$ cat src/rtl/core/chme_pkg.sv
// ----------------------------------------------------------------------------
// Chained hash map engine package
// Field widths, request codes, controller states and the walk finish record.
// ----------------------------------------------------------------------------
package chme_pkg;

  localparam int OP_W       = 2;
  localparam int KEY_W      = 32;
  localparam int VAL_W      = 32;
  localparam int COUNT_W    = 11;
  localparam int HASH_SHIFT = 16;
  localparam int IN_W       = 72;
  localparam int OUT_W      = 48;

  typedef enum logic [OP_W-1:0] {
    OP_PUT    = 2'd0,
    OP_GET    = 2'd1,
    OP_REMOVE = 2'd2,
    OP_CLEAR  = 2'd3
  } op_t;

  typedef enum logic [2:0] {
    S_SWEEP,
    S_IDLE,
    S_HEAD,
    S_WALK,
    S_ACT,
    S_LINK,
    S_OUT
  } state_t;

  // Reported by a walk cell when the chain search ends in that cell.
  typedef struct packed {
    logic done;
    logic hit;
  } walk_fin_t;

endpackage

$ cat src/rtl/core/chme_cell.sv
// ----------------------------------------------------------------------------
// Chained hash map walk cell
// One step of a chain walk: compares the fetched entry against the key and
// either ends the search or hands the link on to the next cell of the ring.
// ----------------------------------------------------------------------------
module chme_cell import chme_pkg::*; #(
  parameter int POOL_ENTRIES = 1024,
  localparam int PW = $clog2(POOL_ENTRIES + 1)
) (
  input  logic             clk,
  input  logic             rst,
  input  logic             in_vld,
  input  logic [PW-1:0]    in_cur,
  input  logic [PW-1:0]    in_prev,
  input  logic [KEY_W-1:0] key,
  input  logic [KEY_W-1:0] rd_key,
  input  logic [PW-1:0]    rd_link,
  output logic             out_vld,
  output logic [PW-1:0]    out_cur,
  output logic [PW-1:0]    out_prev,
  output walk_fin_t        fin,
  output logic [PW-1:0]    fin_cur,
  output logic [PW-1:0]    fin_prev
);

  localparam logic [PW-1:0] NO_ENTRY = PW'(POOL_ENTRIES);

  logic          vld;
  logic [PW-1:0] cur;
  logic [PW-1:0] prev;
  logic          match;
  logic          tail;

  always_ff @(posedge clk) begin
    if (rst) begin
      vld <= 1'b0;
    end else begin
      vld <= in_vld;
    end
  end

  always_ff @(posedge clk) begin
    cur  <= in_cur;
    prev <= in_prev;
  end

  // The entry memory was addressed with cur in the previous cycle, so its read data
  // belongs to the entry this cell holds.
  assign match = vld && (rd_key == key);
  assign tail  = rd_link >= NO_ENTRY;

  assign out_vld  = vld && !match && !tail;
  assign out_cur  = rd_link;
  assign out_prev = cur;

  assign fin.done = vld && (match || tail);
  assign fin.hit  = match;
  assign fin_cur  = cur;
  // On a miss the last entry visited is the chain tail.
  assign fin_prev = match ? prev : cur;

endmodule

$ cat config.mk
export PLATFORM = sky130hd
export DESIGN_NAME = chme_cell
export DESIGN_NICKNAME = d
export VERILOG_FILES = /design/src/rtl/core/chme_pkg.sv /design/src/rtl/core/chme_cell.sv
export SDC_FILE = /design/constraint.sdc
export NUM_CORES = 1
export LEC_CHECK = 0
export BUFFER_PORTS_ARGS = -buffer_cell sky130_fd_sc_hd__buf_4
export CAP_MARGIN = 20
export CELL_PAD_IN_SITES_DETAIL_PLACEMENT = 0
export CELL_PAD_IN_SITES_GLOBAL_PLACEMENT = 1
export CORE_UTILIZATION = 21
export DETAILED_ROUTE_END_ITERATION = 16
export PLACE_DENSITY_LB_ADDON = 0.1
export REMOVE_ABC_BUFFERS = 1
export SETUP_SLACK_MARGIN = 0.5
export SLEW_MARGIN = 20
export SYNTH_ARGS = -nofsm -noshare
export SYNTH_HDL_FRONTEND = slang
export SYNTH_SLANG_ARGS = --single-unit
$ cat constraint.sdc
create_clock -name clk -period 2.4 [get_ports clk]
set_clock_uncertainty 0.2 [all_clocks]
set_input_delay 0.48 -clock clk [delete_from_list [all_inputs] [get_ports clk]]
set_output_delay 0.48 -clock clk [all_outputs]
set_load 0.005 [all_outputs]
## Word-level counts from Yosys, hierarchy flattened

Cells that the tools add are included.

- Register bits: 23
- Output and inout port bits: 47
- Word-level logic and storage cells: 13
- Input bits: 100

- Multiplexer cells: 1
- Equal/unequal tests: 1
- Reductions and logical operators: 7
- Order comparisons: 1

Operators by type and width:

| kind | count |
|---|---|
| 32-bit == test | 1 |
| 11-bit >= comparator (second input constant) | 1 |
| 11-bit 2-to-1 mux | 1 |
| 1-bit logical AND | 4 |
| 1-bit logical NOT | 2 |
| 1-bit logical OR | 1 |

## Longest topological paths before layout

Gate-level depths: netlist of run 1.

- Depth after elaboration: 5
- Gate-level depth with buffers: 7
- Mapped depth without buffers: 5

## Worst setup path after synthesis of run 1

No wires, ideal clock.

- Path type: input port to output port
- Start: input key[9]
- End: output fin_prev[0]
- Arrival time: 1.703 ns
- Stages on the path: 6
- Required time: 1.720 ns
- Buffers on the path: 1
- Slack: 0.017 ns
- Cells stage by stage: xnor2_1 nand4_1 nor4_2 nand4_2 buf_6 mux2_4

- Longest elaborated chain between the ends: 3

RTL lines:

| what | line | text |
|---|---|---|
| start, declared | chme_cell.sv:15 | `input logic [KEY_W-1:0] key,` |
| 32-bit == test | chme_cell.sv:49 | `assign match = vld && (rd_key == key);` |
| 1-bit logical AND | chme_cell.sv:49 |  |
| 11-bit 2-to-1 mux | chme_cell.sv:60 | `assign fin_prev = match ? prev : cur;` |
| end, declared | chme_cell.sv:23 | `output logic [PW-1:0] fin_prev` |

Every way passes these cells.

## Worst setup path after layout of run 1

- Start: input key[10]
- End: output fin_prev[10]

The elaborated chain is that of the path after synthesis.

==> run metrics, run 1 <==
MaxCap Viol Count 0; Finish-stage setup viols 12; global-route wire length before repair approximately 5500 µm; fin crit period between 2000 and 3000 ps; Critical Path AT 2010 ps; Final period util 112%; Cells on Worst Hold Path 1; initial antenna violation count 0; Post-Syn Area 1190 µm²; Main synth FF type dfxtp_1; Gate power share 29.7%; Vias 1135; fin. max-slew vios 0; final instance area between 2000 and 2500 µm²; grt ovf 0; CTS Buffer Depth 2; share of synthesized registers carrying an async set or reset 0%; NumNets Final 316; Cell variety after synth 14; cell count after synthesis 107; area grow syn2layout 90.1%; Total Power 0.000911 W; Flop pwr share 45.4%; VDD IR max about 0.33 mV; Int Pwr 0.000717 W; vias per cell slightly below 4; most common cell in the netlist xnor2_1; YS warnings 0; Seq. cell area 460 µm²; CP Capture Type primary output; total clock sinks 23; Max Clk Rate 0.372 GHz; multi-input combinational cell area 629 µm²; Die W roughly 77 µm; Critical Path Source Type input port; Top Ports 147; core area approximately 5500 µm²; DIE AREA 5990 µm²; layout cells sized above 1 between 70% and 80%; top post-synthesis cells by count xnor2_1, buf_4, dfxtp_1, mux2_4, nand4_1; clock transition at the registers of the reported paths 70 ps; Remaining DRCs 0; failing checks negative setup slack; hold buffers post-CTS 0; Filler cells 548; Clock Power Share 24.9%; number of routed nets with antenna violations 0; leak pwr 1.13 nW; largest net degree at the start of global routing 13; placed insts between 200 and 300; Final WS setup -287 ps; Final HPWL DP 2890 µm; Place WS -386 ps; CP max FO 12; Seq/Total Area, Yosys 38.6%; Placed Area 2070 µm²; TritonCTS clock tree yes; Detailed Route Iter0 Violations 23; Antenna Cells 0; Pre-Repair DR Iteration Count 4; Die Ht 77.4 µm; Post-Layout Cell Count 287; kind of critical path input port to primary output; count of final hold-check violations 0; status finished with violations; Critical Path RT around 1700 ps; RSZ-0062 raised after global routing yes; EDFF count, synth 0; H-Tree Depth 1; # rows 27; slew margin rel. 83.1%; IO buf count ~130; clk root buf clkbuf_8; Mean Syn Cell Area 11.2 µm²; routed len/inst about 12 µm; post-synth top area share 38.6%; #FFs+latches synth 23; Synth area leaders dfxtp_1, xnor2_1, buf_4; Psw 0.000194 W; TritonCTS buffer count 3; drt total wl 3480 µm; Min-Delay Path Class input port to flop; largest area contributor in the netlist dfxtp_1; Initial Util 21.7%; Sw Ratio 21.3%; vias in the first global route roughly 1200; Final GP Congestion 0.717; GRT Total Usage 11.6%; pwr dens ~400 nW/µm²; worst-margin pin slew around 250 ps
[final timing paths]
path | from | end | slack [ps]
min | in_cur[10] | fin_cur[10]$_DFF_P_ | 120
max | key[10] | fin_prev[10] | -290
[metal layers]
layer / wire (µm) / vias up / share of wire, % / global-route usage [%]
met2: 2010 / 77 / 58 / 22.4
met5: 0 / - / 0 / 0
met4: 12 / 0 / 0.35 / 2.08
met1: 1130 / 511 / 33 / 11.7
li1: - / 545 / - / -
met3: 320 / 2 / 9.2 / 4.59
[kinds of logic after synthesis]
kind of cell	count (synthesis)	synth area share, %
DFF	23	38.6
buffers and inverters	25	15.7
and+or+nand+nor	15	8.49
muxes	11	13.2
AOI/OAI and AO/OA	1	0.524
xor gates and xnor gates	32	23.5
[flip-flops by register name (all words and copies together) (netlist names)]
signal,flops
fin_cur,11
prev,11
vld,1
[per-stage QoR]
stage               hold slack, ps  util [%]  setup TNS (ps)
global placement               385      37.7           -3540
CTS                            112      40.2           -3320
global route                  99.6      41.2           -4380
detailed placement             386      37.7           -4250
floorplan                      308         -           -1570
finish                         122      41.2           -3040
[what timing repair did]
action | in CTS | in global routing
hold endpoints to repair | 0 | 0
resized for setup | 19 | 10
setup buffers | 0 | 0
setup endpoints to repair | 14 | 14
pin swaps | 5 | 5
[layout by cell type, fill, tap and decap left out, drive strengths merged]
cell type / instances
mux2: 11
and2: 1
nor2: 2
inv: 1
nor4: 1
clkbuf: 4
nand4: 9
dfxtp: 23
buf: 128
nor2b: 2
xnor2: 32
a31oi: 1
[power by group through the flow]
stage	clock (W)	combinational (W)	sequential [W]
after floorplan	0	0.0000691	0.000423
after global placement	0	0.000239	0.000422
after detailed placement	0	0.000243	0.000423
after CTS	0.000241	0.000262	0.000414
after global routing	0.000259	0.000291	0.000416
final	0.000227	0.000271	0.000414
[cell type report]
cell class                 count  share of cell area, %
timing repair buffer         128                   45.9
tap                           72                   3.97
multi-input combinational     59                   27.7
sequential                    23                   20.3
clock buffer                   4                   1.98
inverter                       1                  0.165
[worst max-delay path: stages]
cell     delay (ps)
buf_4           120
xnor2_2         130
nand4_1         150
nor4_4          350
nand4_2         160
buf_12          180
mux2_4          310
buf_6           120
Note: power is estimated with default switching activity, not from simulation.
==> inputs of run 2 (changes only) <==
- CTS_BUF_LIST: default -> sky130_fd_sc_hd__clkbuf_16
==> run metrics, run 2 (synthesis gave the netlist of run 1 again) <==
GRT Total Usage 11.7% (+0.10 points); RSZ-0062 raised after global routing yes; CP max FO 12 (unchanged); clock transition at the registers of the reported paths 60 ps (about the same); number of routed nets with antenna violations 0 (unchanged); vias per cell 3.97 (+0.26%); drt total wl 3500 µm (+0.49%); VDD IR max 0.331 mV (-0.25%); commonest non-fill, non-tap cell in the layout buf_4; DIE AREA 5990 µm² (unchanged); CP Capture Type primary output; fin. max-slew vios 0 (unchanged); Finish-stage setup viols 12 (unchanged); grt ovf 0 (unchanged); Remaining DRCs 0 (unchanged); routed len/inst 12.2 µm (+0.49%); NumNets Final 316 (unchanged); H-Tree Depth 1 (unchanged); MaxCap Viol Count 0 (unchanged); largest net degree at the start of global routing 13 (unchanged); initial antenna violation count 0 (unchanged); Die W 77.4 µm (unchanged); global-route wire length before repair 5550 µm (+0.74%); Critical Path AT 2010 ps (about the same); Layout Utilization 41.8% (+0.61 points); area grow syn2layout 93.0%; core area 5510 µm² (unchanged); Detailed Route Iter0 Violations 12 (-48%); Max Clk Rate 0.372 GHz (about the same); Top Ports 147 (unchanged); leak pwr 1.15 nW (+1.7%); Critical Path Source Type input port; Min-Delay Path Class input port to flop; Antenna Cells 0 (unchanged); # rows 27 (unchanged); layout cells sized above 1 71.6% (unchanged); total clock sinks 23 (unchanged); count of final hold-check violations 0 (unchanged); Final HPWL DP 2890 µm (unchanged); vias in the first global route 1254 (+0.88%); kind of critical path input port to primary output; commonest non-fill, non-tap cells in the layout buf_4, dfxtp_1, xnor2_1; Critical Path RT 1720 ps (about the same); Final period util 112% (about the same); IO buf count 126 (unchanged); TritonCTS buffer count 3 (unchanged); Pre-Repair DR Iteration Count 4 (unchanged); failing checks negative setup slack; hold buffers post-CTS 0 (unchanged); Final WS setup -287 ps (+0.120 ps); CTS Buffer Depth 2 (unchanged); Final GP Congestion 0.717 (unchanged); Die Ht 77.4 µm (unchanged); TritonCTS clock tree yes; status finished with violations; Place WS -386 ps (unchanged); Total Power 0.00103 W (+13%); Initial Util 21.7% (unchanged); Filler cells 543 (-0.91%); Vias 1138 (+0.26%); clk root buf clkbuf_16; pwr dens 447 nW/µm² (+11%); worst-margin pin slew 252 ps (unchanged); slew margin rel. 83.1% (unchanged); fin crit period 2690 ps (-0.120 ps)
[run 2: cell types whose count changed in the layout (fill, tap and decap cells not counted), sizes merged]
cell,change
clkbuf,-1
inv,+1
[run 2: worst max-delay path, stage by stage]
cell     delay [ps]
buf_4           120
xnor2_2         130
nand4_1         150
nor4_4          350
nand4_2         160
buf_12          180
mux2_4          310
buf_6           120
[run 2: layout make-up]
| class | count | area [µm²] | share of cell area (%) |
|---|---|---|---|
| Clock inverter | 1 | 3.75 | 0.163 |
| Multi-Input combinational cell | 59 | 629 | 27.3 |
| Clock buffer | 3 | 75.1 | 3.26 |
| Timing Repair Buffer | 128 | 1040 | 45.2 |
| Sequential cell | 23 | 460 | 20.0 |
| Tap cell | 72 | 90.1 | 3.91 |
| Inverter | 1 | 3.75 | 0.163 |
[run 2: worst paths after layout]
check	start	cells after the start	slack, ps	endpoint
max	key[10]	8	-290	fin_prev[10]
min	in_prev[7]	1	130	prev[7]$_DFF_P_
[run 2: report_power, final]
part / leakage, nW / internal [W] / switching [W]
Combinational: 0.914 / 0.000197 / 0.0000740
Sequential: 0.194 / 0.000403 / 0.0000112
Clock: 0.0423 / 0.000222 / 0.000123
[run 2: what timing repair did]
action,CTS,global route
pin swaps,5,5
gates resized for setup,19,10
endpoints found under the hold margin,0,0
gates cloned,0,0
setup buffers,0,0
endpoints found under the setup margin,14,14
[run 2: metrics by stage]
step                      TNS [ps]  cell area (µm²)  hold WS (ps)  std cells
after floorplan              -1570             1010           308         83
after global placement       -3540             2070           385        283
after detailed placement     -4250             2070           386        283
after CTS                    -3320             2250           123        287
after global routing         -4380             2300           119        287
final                        -3040             2300           129        287
[run 2: metal layers]
| layer | GRT usage, % | share of wire [%] | up-vias |
|---|---|---|---|
| met5 | 0 | 0 | - |
| met4 | 2.08 | 0.34 | 0 |
| met3 | 4.59 | 9.0 | 2 |
| met2 | 22.7 | 58 | 76 |
| met1 | 11.7 | 32 | 514 |
| li1 | - | - | 546 |
